==> src/rtl/stride_value_predictor_macros.svh <==
// Assertion helpers used by svp_back; the enclosing module must provide clk and rst.
`ifndef STRIDE_VALUE_PREDICTOR_MACROS_SVH
`define STRIDE_VALUE_PREDICTOR_MACROS_SVH

// Same-cycle implication
`define SVP_ASSERT_NOW(label, ante, cons) \
  label: assert property (@(posedge clk) disable iff (rst) (ante) |-> (cons)) \
    else $error("stride value predictor check failed");

// Next-cycle implication
`define SVP_ASSERT_NEXT(label, ante, cons) \
  label: assert property (@(posedge clk) disable iff (rst) (ante) |=> (cons)) \
    else $error("stride value predictor check failed");

`endif

==> src/rtl/svp_pkg.sv <==
`timescale 1ns / 1ps
package svp_pkg;

  localparam int TABLE_ENTRIES    = 1024;  // power of two
  localparam int INFLIGHT_ENTRIES = 256;   // power of two
  localparam int TIDX_W = $clog2(TABLE_ENTRIES);
  localparam int FIDX_W = $clog2(INFLIGHT_ENTRIES);
  localparam int CLR_LEN = (TABLE_ENTRIES > INFLIGHT_ENTRIES) ? TABLE_ENTRIES
                                                               : INFLIGHT_ENTRIES;
  localparam int CLR_W = $clog2(CLR_LEN);
  localparam int QUEUE_DEPTH = 2;          // power of two
  localparam int QPTR_W = $clog2(QUEUE_DEPTH);

  localparam logic [63:0] NO_VALUE = 64'hdeadbeef;
  localparam int FOLD_SHIFT = 8;

  localparam logic [1:0] CMD_FETCH  = 2'd0;
  localparam logic [1:0] CMD_EXEC   = 2'd1;
  localparam logic [1:0] CMD_RETIRE = 2'd2;

  localparam logic [3:0] CLS_ALU      = 4'd0;
  localparam logic [3:0] CLS_LOAD     = 4'd1;
  localparam logic [3:0] CLS_SLOW_ALU = 4'd7;

  typedef struct packed {
    logic [1:0]  cmd;
    logic [63:0] seq_no;
    logic [63:0] pc;
    logic        eligible;
    logic [3:0]  inst_class;
    logic        prediction_correct;
    logic [63:0] retired_value;
  } in_t;

  typedef struct packed {
    logic        predict_hit;
    logic [63:0] prediction;
  } out_t;

  typedef struct packed {
    logic [1:0]        cmd;
    logic [63:0]       seq_no;
    logic [63:0]       pc;
    logic [TIDX_W-1:0] tslot;
    logic [FIDX_W-1:0] fidx;
    logic              predictable;
    logic              correct;
    logic [63:0]       actual;
  } job_t;

  typedef struct packed {
    logic        valid;
    logic [63:0] tag;
    logic [63:0] last_value;
    logic [63:0] stride;
  } tbl_t;

  typedef struct packed {
    logic        occupied;
    logic [63:0] seq;
    logic [63:0] pc;
    logic        predictable;
    logic        spec_done;
  } flt_t;

  localparam int TBL_W = $bits(tbl_t);
  localparam int FLT_W = $bits(flt_t);

  function automatic logic [TIDX_W-1:0] slot_of(input logic [63:0] pc);
    logic [63:0] folded;
    folded = pc ^ (pc >> FOLD_SHIFT);
    return folded[TIDX_W-1:0];
  endfunction

endpackage

==> src/rtl/svp_queue.sv <==
`timescale 1ns / 1ps
module svp_queue (
  input  logic          clk,
  input  logic          rst,
  input  logic          push_valid,
  output logic          push_ready,
  input  svp_pkg::job_t push_job,
  output logic          pop_valid,
  input  logic          pop_ready,
  output svp_pkg::job_t pop_job
);

  svp_pkg::job_t             slots [svp_pkg::QUEUE_DEPTH];
  logic [svp_pkg::QPTR_W-1:0] wr_ptr;
  logic [svp_pkg::QPTR_W-1:0] rd_ptr;
  logic [svp_pkg::QPTR_W:0]   count;
  logic                       do_push;
  logic                       do_pop;

  assign push_ready = (count != (svp_pkg::QPTR_W + 1)'(svp_pkg::QUEUE_DEPTH));
  assign pop_valid  = (count != '0);
  assign pop_job    = slots[rd_ptr];
  assign do_push    = push_valid && push_ready;
  assign do_pop     = pop_valid && pop_ready;

  always_ff @(posedge clk) begin
    if (do_push) begin
      slots[wr_ptr] <= push_job;
    end
  end

  always_ff @(posedge clk) begin
    if (rst) begin
      wr_ptr <= '0;
      rd_ptr <= '0;
      count  <= '0;
    end else begin
      if (do_push) begin
        wr_ptr <= wr_ptr + 1'b1;
      end
      if (do_pop) begin
        rd_ptr <= rd_ptr + 1'b1;
      end
      case ({do_push, do_pop})
        2'b10:   count <= count + 1'b1;
        2'b01:   count <= count - 1'b1;
        default: count <= count;
      endcase
    end
  end

endmodule

==> config.mk <==
export PLATFORM = sky130hd
export DESIGN_NAME = svp_queue
export DESIGN_NICKNAME = d
export VERILOG_FILES = /design/src/rtl/stride_value_predictor_macros.svh /design/src/rtl/svp_pkg.sv /design/src/rtl/svp_queue.sv
export SDC_FILE = /design/constraint.sdc
export NUM_CORES = 1
export LEC_CHECK = 0
export ABC_AREA = 1
export CORE_UTILIZATION = 59
export CTS_BUF_LIST = sky130_fd_sc_hd__clkbuf_4
export DETAILED_ROUTE_END_ITERATION = 7
export DONT_BUFFER_PORTS = 1
export MAX_ROUTING_LAYER = met4
export PLACE_DENSITY = 0.83
export SLEW_MARGIN = 20
export SYNTH_ARGS = -nofsm -noshare
export SYNTH_HDL_FRONTEND = slang
export SYNTH_SLANG_ARGS = --single-unit
==> constraint.sdc <==
create_clock -name clk -period 11.4 [get_ports clk]
set_input_delay 2.28 -clock clk [delete_from_list [all_inputs] [get_ports clk]]
set_output_delay 2.28 -clock clk [all_outputs]
set_load 0.02 [all_outputs]
==> results.sh <==
export IMPL_status="finished, final reports clean"
export IMPL_finalHoldViolCount=0
export IMPL_place_gp_congestion=0.8280
export IMPL_top_layer="met4"
export IMPL_setup_viol=0
export IMPL_yosys_area_top_type="edfxtp_1"
export IMPL_skew_ns=0.05288
export IMPL_cp_max_fo=60
export IMPL_pwr_density_cell_mw_per_mm2=218.2
export IMPL_num_rows=60
export IMPL_cts_buffer_depth=3
export IMPL_antenna_found_initial=1
export IMPL_syn2layout_area_growth_pct=9.110
export IMPL_end_kind="output port"
export IMPL_cp_start_kind="flip-flop"
export IMPL_synth_net_count=923
export IMPL_fmax_ghz=0.1670
export IMPL_synth_cells=704
export IMPL_route_met2_wl_um=15660
export IMPL_dieWidth_um=168.4
export IMPL_p_leak_nw=6.231
export IMPL_yosys_area_top_type_share=0.7864
export IMPL_start_util=0.6047
export IMPL_layout_common_cells="edfxtp_1 (428), mux2_4 (160), clkbuf_4 (135)"
export IMPL_ctsResizeCount=0
export IMPL_ys_seq_area_frac=0.7925
export IMPL_htree_num_levels=3
export IMPL_vias=6905
export IMPL_ir_drop_uv=155.2
export IMPL_synth_ff_latch_count=433
export IMPL_rsz0062_at_grt="false"
export IMPL_ys_types=13
export IMPL_drt_vias_per_instance=5.754
export IMPL_whs_ns=0.5312
export IMPL_drv_cap=0
export IMPL_root_buffer="clkbuf_4"
export IMPL_crit_chain="buf_4 > buf_4 > mux2_4"
export IMPL_fin_util=0.6598
export IMPL_hold_class="flip-flop to flip-flop"
export IMPL_ant_nets=0
export IMPL_post_drt_wl_per_cell_um=24.60
export IMPL_tightest_slew_ns=1.058
export IMPL_die_y_um=168.4
export IMPL_setup_ws_ns=5.411
export IMPL_drc_errors=0
export IMPL_layout_commonest_cell="edfxtp_1"
export IMPL_finalCriticalPeriod_ns=5.989
export IMPL_clock_latency_ns=0.69
export IMPL_holdBufCountCts=0
export IMPL_io_pins=434
export IMPL_crit_family="buffers and inverters"
export IMPL_syn_avg_cell_area_um2=23.21
export IMPL_grt_pass1_vias=7223
export IMPL_firstDrtPassIters=4
export IMPL_grt_pass1_wl_um=41710
export IMPL_drive_gt1_frac=0.4306
export IMPL_worstPathArrival_ns=3.71
export IMPL_cts_setup_buffers=0
export IMPL_cp_slowest_stage_delay_ns=0.91
export IMPL_synthTopCellsByArea="edfxtp_1 (79%), mux2_4 (15%), mux2_2 (3.7%)"
export IMPL_crit_required_ns=9.12
export IMPL_grt_max_degree=92
export IMPL_drt_total_wl_um=29510
export IMPL_clkSlewWorstSetupHoldPaths_ns=0.07
export IMPL_met1_length_um=10070
export IMPL_io_buffer_count=0
export IMPL_cp_slowest_cell="buf_4"
export IMPL_slew_violations=0
export IMPL_crit_type="flip-flop to output port"
export IMPL_wl_met3_um=2876
export IMPL_cp_num_buf_inv=2
export IMPL_drt_initial_drc_count=508
export IMPL_fin_crit_sh=0.5254
export IMPL_finalNetCount=1011
export IMPL_netlist_area_mm2=0.01634
export IMPL_critPathMostFrequentCell="buf_4"
export IMPL_coreArea_mm2=0.02703
export IMPL_preCtsSetupSlack_ns=6.095
export IMPL_slew_headroom=0.2944
export IMPL_dp_hpwl_um=20130
export IMPL_clock_sinks=433
export IMPL_numCtsBuffers=101
export IMPL_yosysWarningCount=0
export IMPL_die_area_mm2=0.02837
export IMPL_overflow=0
export IMPL_tritoncts="built"
export IMPL_gr_usage_all_layers=0.2055
-- cell type report --
cell class / count / area [µm²]
Fill cell: 1660 / 9194
Antenna cell: 2 / 5.005
Inverter: 8 / 30.03
Sequential cell: 433 / 12960
Timing Repair Buffer: 9 / 91.34
Multi-Input combinational cell: 239 / 3137
Clock buffer: 135 / 1013
Clock inverter: 33 / 172.7
Tap cell: 341 / 426.7
-- worst reg2reg max path: stages (launching register included) --
cell,delay [ns]
dfxtp_1,0.35
inv_1,0.10
nand2_1,0.25
nand2_1,0.25
nor2_4,0.16
buf_4,0.70
buf_4,0.86
-- state kept, by name (all words and copies together) (netlist names), named ones only --
signal / cells
slots: 428
rd_ptr: 1
count: 2
wr_ptr: 1
-- where the power goes --
| group | leakage, nW | switching (W) | internal [W] | total, W |
|---|---|---|---|---|
| clock network | 0.699 | 0.000549 | 0.000572 | 0.00112 |
| logic | 1.49 | 0.000476 | 0.000281 | 0.000757 |
| registers | 4.04 | 0.0000620 | 0.00195 | 0.00201 |
-- routing by layer --
| layer | track usage | up-vias |
|---|---|---|
| met4 | 0.09723 | 0 |
| met3 | 0.07922 | 65 |
| li1 | - | 3031 |
| met2 | 0.3532 | 382 |
| met1 | 0.2043 | 3427 |
| met5 | - | - |
-- synth_stat cells (all sizes together) --
master and number:
dfxtp 5, a21oi 2, nor2 10, o21ai 3, buf 24, nand2 8
ha 1, nand4 1, mux2 214, edfxtp 428, inv 8
-- through the flow --
stage               TNS (ns)  std cells  cell area (µm²)  total power [W]
finish                     0       1200            17830         0.003892
global route               0       1199            17830         0.004046
CTS                        0       1198            17820         0.003938
detailed placement         0       1030            16640         0.002812
global placement           0       1029            16610         0.002776
floorplan            -276.46        704            16340         0.002767
-- path summary, 6_finish.rpt --
path | startpoint | to | slack (ns) | cells after the start
setup / recovery | flip-flop | pop_job[42] | 5.41 | 3
hold / removal | rd_ptr$_SDFFE_PP0P_ | flip-flop | 0.53 | 2
setup reg to reg | count[0]$_SDFFE_PP0P_ | slots[1][59]$_DFFE_PP_ | 8.30 | 6
hold reg to reg | rd_ptr$_SDFFE_PP0P_ | flip-flop | 0.53 | 2
-- kinds of logic (layout without fill, tap and decap cells) --
kind of cell    Yosys count  after routing  synth area share
flops                   433            433            0.7925
compound gates            5              5          0.001531
mux                     214            214            0.1842
other cells               0              2                 0
buf+inv                  32            185           0.01646
simple gates             19             19          0.004517
fa+ha+maj                 1              1         0.0007655
Note: power is estimated with default switching activity, not from simulation.
