`config.mk`:
```
export PLATFORM = sky130hd
export DESIGN_NAME = svp_front
export DESIGN_NICKNAME = d
export VERILOG_FILES = /design/src/rtl/stride_value_predictor_macros.svh /design/src/rtl/svp_pkg.sv /design/src/rtl/svp_front.sv
export SDC_FILE = /design/constraint.sdc
export NUM_CORES = 1
export LEC_CHECK = 0
export ABC_CLOCK_PERIOD_IN_PS = 850
export BUFFER_PORTS_ARGS = -buffer_cell sky130_fd_sc_hd__buf_4
export CAP_MARGIN = 20
export CORE_AREA = 2 2 163 165
export DETAILED_ROUTE_END_ITERATION = 6
export DIE_AREA = 0 0 165 167
export GPL_ROUTABILITY_DRIVEN = 0
export GPL_TIMING_DRIVEN = 0
export PLACE_DENSITY = 0.3
export SLEW_MARGIN = 10
export SYNTH_ARGS = -nofsm -noshare
export SYNTH_HDL_FRONTEND = slang
export SYNTH_SLANG_ARGS = --single-unit
```
`constraint.sdc`:
```
create_clock -name vclk -period 0.85
set_input_delay 0.255 -clock vclk [all_inputs]
set_output_delay 0.255 -clock vclk [all_outputs]
set_load 0.02 [all_outputs]
```
`src/rtl/stride_value_predictor_macros.svh`:
```
// Assertion helpers used by svp_back; the enclosing module must provide clk and rst.
`ifndef STRIDE_VALUE_PREDICTOR_MACROS_SVH
`define STRIDE_VALUE_PREDICTOR_MACROS_SVH

// Same-cycle implication
`define SVP_ASSERT_NOW(label, ante, cons) \
  label: assert property (@(posedge clk) disable iff (rst) (ante) |-> (cons)) \
    else $error("stride value predictor check failed");

// Next-cycle implication
`define SVP_ASSERT_NEXT(label, ante, cons) \
  label: assert property (@(posedge clk) disable iff (rst) (ante) |=> (cons)) \
    else $error("stride value predictor check failed");

`endif

```
`src/rtl/svp_pkg.sv`:
```
`timescale 1ns / 1ps
package svp_pkg;

  localparam int TABLE_ENTRIES    = 1024;  // power of two
  localparam int INFLIGHT_ENTRIES = 256;   // power of two
  localparam int TIDX_W = $clog2(TABLE_ENTRIES);
  localparam int FIDX_W = $clog2(INFLIGHT_ENTRIES);
  localparam int CLR_LEN = (TABLE_ENTRIES > INFLIGHT_ENTRIES) ? TABLE_ENTRIES
                                                               : INFLIGHT_ENTRIES;
  localparam int CLR_W = $clog2(CLR_LEN);
  localparam int QUEUE_DEPTH = 2;          // power of two
  localparam int QPTR_W = $clog2(QUEUE_DEPTH);

  localparam logic [63:0] NO_VALUE = 64'hdeadbeef;
  localparam int FOLD_SHIFT = 8;

  localparam logic [1:0] CMD_FETCH  = 2'd0;
  localparam logic [1:0] CMD_EXEC   = 2'd1;
  localparam logic [1:0] CMD_RETIRE = 2'd2;

  localparam logic [3:0] CLS_ALU      = 4'd0;
  localparam logic [3:0] CLS_LOAD     = 4'd1;
  localparam logic [3:0] CLS_SLOW_ALU = 4'd7;

  typedef struct packed {
    logic [1:0]  cmd;
    logic [63:0] seq_no;
    logic [63:0] pc;
    logic        eligible;
    logic [3:0]  inst_class;
    logic        prediction_correct;
    logic [63:0] retired_value;
  } in_t;

  typedef struct packed {
    logic        predict_hit;
    logic [63:0] prediction;
  } out_t;

  typedef struct packed {
    logic [1:0]        cmd;
    logic [63:0]       seq_no;
    logic [63:0]       pc;
    logic [TIDX_W-1:0] tslot;
    logic [FIDX_W-1:0] fidx;
    logic              predictable;
    logic              correct;
    logic [63:0]       actual;
  } job_t;

  typedef struct packed {
    logic        valid;
    logic [63:0] tag;
    logic [63:0] last_value;
    logic [63:0] stride;
  } tbl_t;

  typedef struct packed {
    logic        occupied;
    logic [63:0] seq;
    logic [63:0] pc;
    logic        predictable;
    logic        spec_done;
  } flt_t;

  localparam int TBL_W = $bits(tbl_t);
  localparam int FLT_W = $bits(flt_t);

  function automatic logic [TIDX_W-1:0] slot_of(input logic [63:0] pc);
    logic [63:0] folded;
    folded = pc ^ (pc >> FOLD_SHIFT);
    return folded[TIDX_W-1:0];
  endfunction

endpackage

```
`src/rtl/svp_front.sv`:
```
`timescale 1ns / 1ps
module svp_front (
  input  logic          in_valid,
  output logic          in_ready,
  input  svp_pkg::in_t  in_data,
  input  logic          clearing,
  output logic          push_valid,
  input  logic          push_ready,
  output svp_pkg::job_t push_job
);

  logic cls_ok;

  // Accept nothing while the tables are being wiped.
  assign in_ready   = push_ready && !clearing;
  assign push_valid = in_valid && !clearing;

  assign cls_ok = (in_data.inst_class == svp_pkg::CLS_ALU)
               || (in_data.inst_class == svp_pkg::CLS_LOAD)
               || (in_data.inst_class == svp_pkg::CLS_SLOW_ALU);

  always_comb begin
    push_job.cmd         = in_data.cmd;
    push_job.seq_no      = in_data.seq_no;
    push_job.pc          = in_data.pc;
    push_job.tslot       = svp_pkg::slot_of(in_data.pc);
    push_job.fidx        = in_data.seq_no[svp_pkg::FIDX_W-1:0];
    push_job.predictable = in_data.eligible && cls_ok;
    push_job.correct     = in_data.prediction_correct;
    push_job.actual      = in_data.retired_value;
  end

endmodule

```
==> results of run 1 <==
## per-layer routing
metal / part of all wire / track usage
met2: 0.61 / 0.1168
met1: 0.26 / 0.04039
met4: 0.0067 / 0.003403
met5: 0 / 0
met3: 0.12 / 0.007970
## cell type report
cell class	instances	area, um^2	share of cell area
timing repair buffer	242	2072	0.4817
buffer	203	1592	0.3700
tap	335	419.2	0.09744
multi-input combinational	16	219.0	0.05090
## worst paths after layout
kind	slack [ns]	to	from	cells past startpoint
max	-0.24	push_job[65]	in_data[66]	4
min	0.71	push_job[36]	in_data[36]	2
## synthesized netlist by cell type
master    number
buf_4        203
or2_1          1
xor2_1        10
nand3_1        1
nor2b_1        2
a21oi_2        1
nand2b_1       1
## logic make-up (layout without fill, tap and decap cells)
| group | after synthesis | after routing | synth area share |
|---|---|---|---|
| AOI/OAI and AO/OA | 1 | 1 | 0.005308 |
| and+or+nand+nor | 5 | 5 | 0.01820 |
| buffers and inverters | 203 | 445 | 0.9234 |
| xor gates and xnor gates | 10 | 10 | 0.05307 |
## power breakdown
part           internal (mW)  leakage [nW]  switching [mW]
logic                   1.53          2.32            1.21
clock network              0             0               0
registers                  0             0               0
total                   1.53          2.32            1.21
## what timing repair did
item / CTS / global route
setup endpoints to repair: 31 / 15
hold buffers: 0 / 0
resized for setup: 80 / 7
pin swaps: 10 / 4
==> results by group, run 1 <==
Status
  – Outcome: finished, violations left
  – Failing checks: setup timing

Logic synthesis
  – Yosys warns: 0
  – Synth area leader: buf_4
  – Synthesized net count: about 420
  – Yosys cell types: 7
  – Top cells by area, synth: buf_4 92%, xor2_1 5.3%, nor2b_1 0.76%
  – Synth Instances: ~220
  – Mapped Area: 1650 um^2
  – Synth Area per Inst: approximately 7.5 um^2
  – Seq/Total Area, Yosys: 0
  – Top-area cell type share of the netlist area: 0.9234

Routing
  – Initial DRC count: 16
  – DRC Markers: 0
  – Vias: roughly 2000
  – DRT antenna net count: 0
  – Via density: 2.580
  – Wire length per cell: roughly 11 um
  – Final wirelength: 8534 um
  – Router iterations before antenna repair: 2

Placed design
  – Placed Cells: 796
  – Placed cell area: ~4000 um^2
  – Hpwl dp: slightly above 8000 um
  – DP Worst Slack: -0.2769 ns
  – # port buffers: around 240

Critical path
  – Critical path class: in2out
  – Worst path required time: between 0.5 and 0.6 ns
  – Critical path's top delay family: simple AND/OR/NAND/NOR gates
  – Maximum fanout along the worst path: 2
  – Most frequent CP cell: buf_6
  – Slowest CP cell: or2_4
  – Worst EP arrival: around 0.84 ns
  – Crit-path max cell delay: around 0.24 ns
  – Bufs and invs on worst path: 2
  – Crit path launch type: input port
  – Crit-path cells: buf_6 > or2_4 > a21oi_4 > buf_6
  – CP endpoint kind: output port

Cells and area
  – Share of layout cells above drive strength 1: 0.9935
  – Design Area, Final: 4302 um^2
  – Nets: approximately 670
  – Fill cells: 2867
  – Clkbuf count: 0
  – Seq Cell Count: 0
  – Most common cell after layout, fill and taps aside: buf_4
  – Most frequent cells in the layout: 374 x buf_4, 56 x buf_6, 15 x buf_8
  – Ant. Diodes: 0
  – Core Util, Final: 0.1670
  – FF+latch area: 0 um^2
  – Final non-filler cell total: between 700 and 800
  – Synth-to-Final Area Change: 160.7%

Floorplanning
  – Die Ht: between 150 and 200 um
  – Row count: just under 60
  – Core area: around 26000 um^2
  – I/O pins: 419
  – Initial cell density of the core: 0.06406
  – Die extent in x: 165 um
  – Die ar.: 27560 um^2

STA
  – Final setup viols: 12
  – Max Freq: roughly 0.9 GHz
  – Minimum setup slack in the final design: -0.2432 ns
  – Tightest Pin Transition: ~0.14 ns
  – Final Max Slew Viols: 0
  – Fin crit period: around 1.1 ns
  – Relative slew slack: 0.9091
  – RSZ-0062 raised after global routing: true
  – Hold Slack: slightly above 0.7 ns
  – Crit share post-route: 1.286
  – Hold Vio Cnt, Final: 0
  – Post-route setup TNS: -0.8251 ns

Power and ir drop
  – Power Total: 2.744 mW
  – PD cells: 637.9 nW/um^2
  – Worst VDD drop: about 0.00021 V
  – Leakage Power: between 2 and 2.5 nW

GRT
  – Largest net degree at the start of global routing: 4
  – First-pass GRT wire length: 10720 um
  – GRT Overall Usage: 0.04925
  – Vias in the first global route: 2065
  – GRT Residual Overflow: 0
  – Initial antenna violation count: 0

Job
  – Max Cap Viol: 0

Hold path
  – Hold Crit Class: in2out

Clock tree
  – Postcts setup bufs: 0
No activity file was read; power rests on OpenSTA's default activity.
==> run 2: changes to the inputs <==
--- a/config.mk
+++ b/config.mk
@@ -13,7 +13,9 @@
 export DIE_AREA = 0 0 165 167
 export GPL_ROUTABILITY_DRIVEN = 0
 export GPL_TIMING_DRIVEN = 0
+export MAX_ROUTING_LAYER = met4
 export PLACE_DENSITY = 0.3
+export RECOVER_POWER = 100
 export SLEW_MARGIN = 10
 export SYNTH_ARGS = -nofsm -noshare
 export SYNTH_HDL_FRONTEND = slang
==> results by group, run 2 (synthesized netlist as in run 1, its figures left out) <==
STA
  – Hold Slack: approximately 0.73 ns
  – Crit share post-route: 1.286
  – Final Max Slew Viols: 0
  – RSZ-0062 raised after global routing: true
  – Minimum setup slack in the final design: -0.2428 ns
  – Post-route setup TNS: -0.8108 ns
  – Final setup viols: 12
  – Max Freq: about 0.92 GHz
  – Fin crit period: 1.093 ns
  – Tightest Pin Transition: roughly 0.16 ns
  – Relative slew slack: 0.8949
  – Hold Vio Cnt, Final: 0

Placed design
  – Placed cell area: between 3000 and 4000 um^2
  – Hpwl dp: 8243 um
  – # port buffers: between 200 and 250
  – Placed Cells: a little under 800

GRT
  – Initial antenna violation count: 0
  – Largest net degree at the start of global routing: 4
  – GRT Residual Overflow: 0
  – Vias in the first global route: 2067
  – GRT Overall Usage: 0.05069
  – First-pass GRT wire length: 10700 um

Floorplanning
  – Core area: around 26000 um^2
  – Die extent in x: roughly 170 um
  – Die ar.: 27560 um^2
  – I/O pins: 419
  – Initial cell density of the core: 0.06406
  – Die Ht: between 150 and 200 um
  – Row count: 59

Cells and area
  – Most common cell after layout, fill and taps aside: buf_4
  – Fill cells: 3016
  – Most frequent cells in the layout: 189 x buf_4, 185 x clkbuf_2, 48 x buf_6
  – Seq Cell Count: 0
  – Clkbuf count: 0
  – Design Area, Final: approximately 3800 um^2
  – Nets: ~670
  – FF+latch area: 0 um^2
  – Share of layout cells above drive strength 1: 0.9805
  – Ant. Diodes: 0
  – Final non-filler cell total: 796
  – Synth-to-Final Area Change: 129.1%

Hold path
  – Hold EP: push_job[36]
  – HP Start: in_data[36]
  – Hold path depth: 2
  – Hold Crit Class: in2out

Routing
  – Wire length per cell: between 10 and 15 um
  – Vias: 2061
  – Final wirelength: between 8000 and 9000 um
  – DRC Markers: 0
  – Initial DRC count: 15
  – Router iterations before antenna repair: 4
  – DRT antenna net count: 0
  – Via density: 2.589

Critical path
  – Critical path's top delay family: simple AND/OR/NAND/NOR gates
  – Worst EP arrival: roughly 0.84 ns
  – Critical path class: in2out
  – Bufs and invs on worst path: 2
  – Most frequent CP cell: buf_6
  – Crit-path max cell delay: about 0.24 ns
  – Crit-path cells: buf_6 > or2_4 > a21oi_4 > buf_6
  – Slowest CP cell: or2_4
  – Worst path required time: approximately 0.6 ns
  – Maximum fanout along the worst path: 2
  – CP endpoint kind: output port
  – Crit path launch type: input port

Power and ir drop
  – Worst VDD drop: 0.0001824 V
  – PD cells: 646.4 nW/um^2
  – Power Total: approximately 2.4 mW
  – Leakage Power: between 2 and 2.5 nW

Status
  – Outcome: finished, violations left
  – Failing checks: setup timing

Job
  – Max Cap Viol: 0

Clock tree
  – Cts hold-fix bufs: 0
-- run 2: per-layer routing --
layer,global-route usage,part of all wire,up-vias
li1,-,-,932
met3,0.006725,0.11,4
met4,0.003403,0.0065,0
met5,-,0,-
met2,0.1168,0.61,224
met1,0.04114,0.27,901
-- run 2: per-stage QoR --
step	util	setup WS, ns
floorplan	-	-0.08195
global route	0.1468	-0.2695
finish	0.1468	-0.2428
detailed placement	0.1541	-0.2769
global placement	0.1541	-0.2766
CTS	0.1659	-0.2445
-- run 2: power by group --
| group | internal, mW | switching, mW | leakage (nW) | total [mW] |
|---|---|---|---|---|
| clock | 0 | 0 | 0 | 0 |
| combinational | 1.24 | 1.20 | 2.17 | 2.44 |
| sequential | 0 | 0 | 0 | 0 |
| total | 1.24 | 1.20 | 2.17 | 2.44 |
-- run 2: cell type report --
cell class	instances	area (um^2)	share of cell area
timing repair buffer	242	1609	0.4255
buffer	203	1534	0.4057
tap	335	419.2	0.1109
multi-input combinational	16	219.0	0.05791
-- run 2: worst max path at each step --
stage | startpoint | end | depth (start not counted)
2_1_floorplan | in_data[66] | push_job[65] | 2
6_report | in_data[66] | push_job[65] | 4
5_1_grt | in_data[66] | push_job[65] | 4
3_5_place_dp | in_data[66] | push_job[65] | 4
4_1_cts | in_data[66] | push_job[65] | 4
3_3_place_gp | in_data[66] | push_job[65] | 4
-- run 2: repair_timing --
item / CTS / global route
gates resized for setup: 80 / 7
pin swaps: 10 / 4
endpoints found under the setup margin: 31 / 15
buffers inserted: 0 / 0
==> run 3: changes to the inputs <==
--- a/config.mk
+++ b/config.mk
@@ -8,13 +8,15 @@
 export ABC_CLOCK_PERIOD_IN_PS = 850
 export BUFFER_PORTS_ARGS = -buffer_cell sky130_fd_sc_hd__buf_4
 export CAP_MARGIN = 20
-export CORE_AREA = 2 2 163 165
+export CELL_PAD_IN_SITES_DETAIL_PLACEMENT = 1
+export CELL_PAD_IN_SITES_GLOBAL_PLACEMENT = 1
+export CORE_AREA = 2 2 161 163
 export DETAILED_ROUTE_END_ITERATION = 6
-export DIE_AREA = 0 0 165 167
+export DIE_AREA = 0 0 163 165
 export GPL_ROUTABILITY_DRIVEN = 0
 export GPL_TIMING_DRIVEN = 0
 export MAX_ROUTING_LAYER = met4
-export PLACE_DENSITY = 0.3
+export PLACE_DENSITY = 0.52
 export RECOVER_POWER = 100
 export SLEW_MARGIN = 10
 export SYNTH_ARGS = -nofsm -noshare
==> results by group, run 3 (synthesized netlist as in run 1, its figures left out) <==
Status
  – Outcome: finished, violations left
  – Failing checks: setup timing

Critical path
  – Crit path launch type: input port
  – Maximum fanout along the worst path: 2
  – CP endpoint kind: output port
  – Worst path required time: 0.59 ns
  – Worst EP arrival: ~0.84 ns
  – Critical path class: in2out

Cells and area
  – Synth-to-Final Area Change: 128.3%
  – Seq Cell Count: 0
  – Most common cell after layout, fill and taps aside: buf_4
  – Fill cells: ~3100
  – Share of layout cells above drive strength 1: 0.9783
  – Nets: around 670
  – Clkbuf count: 0
  – Most frequent cells in the layout: 189 x buf_4, 187 x clkbuf_2, 47 x buf_6
  – FF+latch area: 0 um^2
  – Ant. Diodes: 0

Floorplanning
  – Initial cell density of the core: 0.06592
  – Die extent in x: around 160 um
  – Core area: approximately 25000 um^2
  – Die ar.: approximately 27000 um^2
  – Row count: 58
  – Die Ht: 165 um
  – I/O pins: about 420

STA
  – Post-route setup TNS: -0.7702 ns
  – Hold Vio Cnt, Final: 0
  – Minimum setup slack in the final design: -0.2484 ns
  – Fin crit period: approximately 1.1 ns
  – Final setup viols: 12
  – Final Max Slew Viols: 0
  – RSZ-0062 raised after global routing: true
  – Tightest Pin Transition: between 0.15 and 0.2 ns
  – Crit share post-route: 1.292
  – Relative slew slack: 0.8888
  – Max Freq: ~0.91 GHz

GRT
  – Initial antenna violation count: 0
  – Vias in the first global route: around 1900
  – First-pass GRT wire length: 10850 um
  – GRT Overall Usage: 0.05379
  – GRT Residual Overflow: 0
  – Largest net degree at the start of global routing: 4

Routing
  – DRT antenna net count: 0
  – Initial DRC count: 10
  – Router iterations before antenna repair: 2
  – Via density: ~2.5
  – Vias: slightly above 2000
  – Final wirelength: about 9000 um
  – DRC Markers: 0
  – Wire length per cell: about 11 um

Job
  – Max Cap Viol: 0

Clock tree
  – Postcts setup bufs: 0
  – Cts hold-fix bufs: 0

Placed design
  – # port buffers: around 240
  – Hpwl dp: approximately 8600 um
  – DP Worst Slack: -0.2883 ns

Power and ir drop
  – PD cells: 648.7 nW/um^2
  – Worst VDD drop: about 0.00022 V
  – Leakage Power: ~2.2 nW

Hold path
  – Hold Crit Class: in2out
-- run 3: changes by cell type in the layout (fill, tap and decap cells not counted) --
cell / change
clkbuf_1: +1
buf_6: -1
buf_2: -2
clkbuf_2: +2
-- run 3: area by class of cell --
class	instances	area, um^2	share of cell area
multi-input cells	16	219.0	0.05812
well taps	330	412.9	0.1096
repair buffers	242	1609	0.4271
plain buffers	203	1526	0.4052
-- run 3: path summary, 6_finish.rpt --
| kind | startpoint | end | cells after the start |
|---|---|---|---|
| setup / recovery | in_data[66] | push_job[65] | 4 |
| hold / removal | in_data[146] | push_job[160] | 2 |
-- run 3: per-stage QoR --
step / util / instances / hold WS (ns) / instance area, um^2 / power, mW
3_3_place_gp: 0.1584 / 791 / 0.7074 / 3965 / 2.589
3_5_place_dp: 0.1584 / 791 / 0.7082 / 3965 / 2.598
5_1_grt: 0.1505 / 791 / 0.7371 / 3767 / 2.577
2_1_floorplan: - / 219 / 0.5881 / 1735 / 1.532
6_report: 0.1505 / 791 / 0.7339 / 3767 / 2.444
4_1_cts: 0.1708 / 791 / 0.7080 / 4277 / 2.774
-- run 3: repair_timing --
| item | 4_1_cts | 5_1_grt |
|---|---|---|
| endpoints found under the setup margin | 31 | 13 |
| pin swaps | 10 | 5 |
| hold endpoints to repair | 0 | 0 |
| gates resized for setup | 82 | 7 |
-- run 3: power breakdown --
| part | internal [mW] | switching [mW] | total, mW |
|---|---|---|---|
| sequential | 0 | 0 | 0 |
| clock | 0 | 0 | 0 |
| combinational | 1.24 | 1.20 | 2.44 |
-- run 3: per-layer routing --
metal | vias to the layer above | wire length (um) | track usage
li1 | 932 | - | -
met3 | 0 | 1106 | 0.007032
met2 | 225 | 5186 | 0.1154
met5 | - | 0 | -
met1 | 857 | 2578 | 0.05381
met4 | 0 | 0 | 0
-- run 3: worst max-delay path: stages --
cell,delay [ns]
buf_6,0.09
or2_4,0.24
a21oi_4,0.12
buf_6,0.13
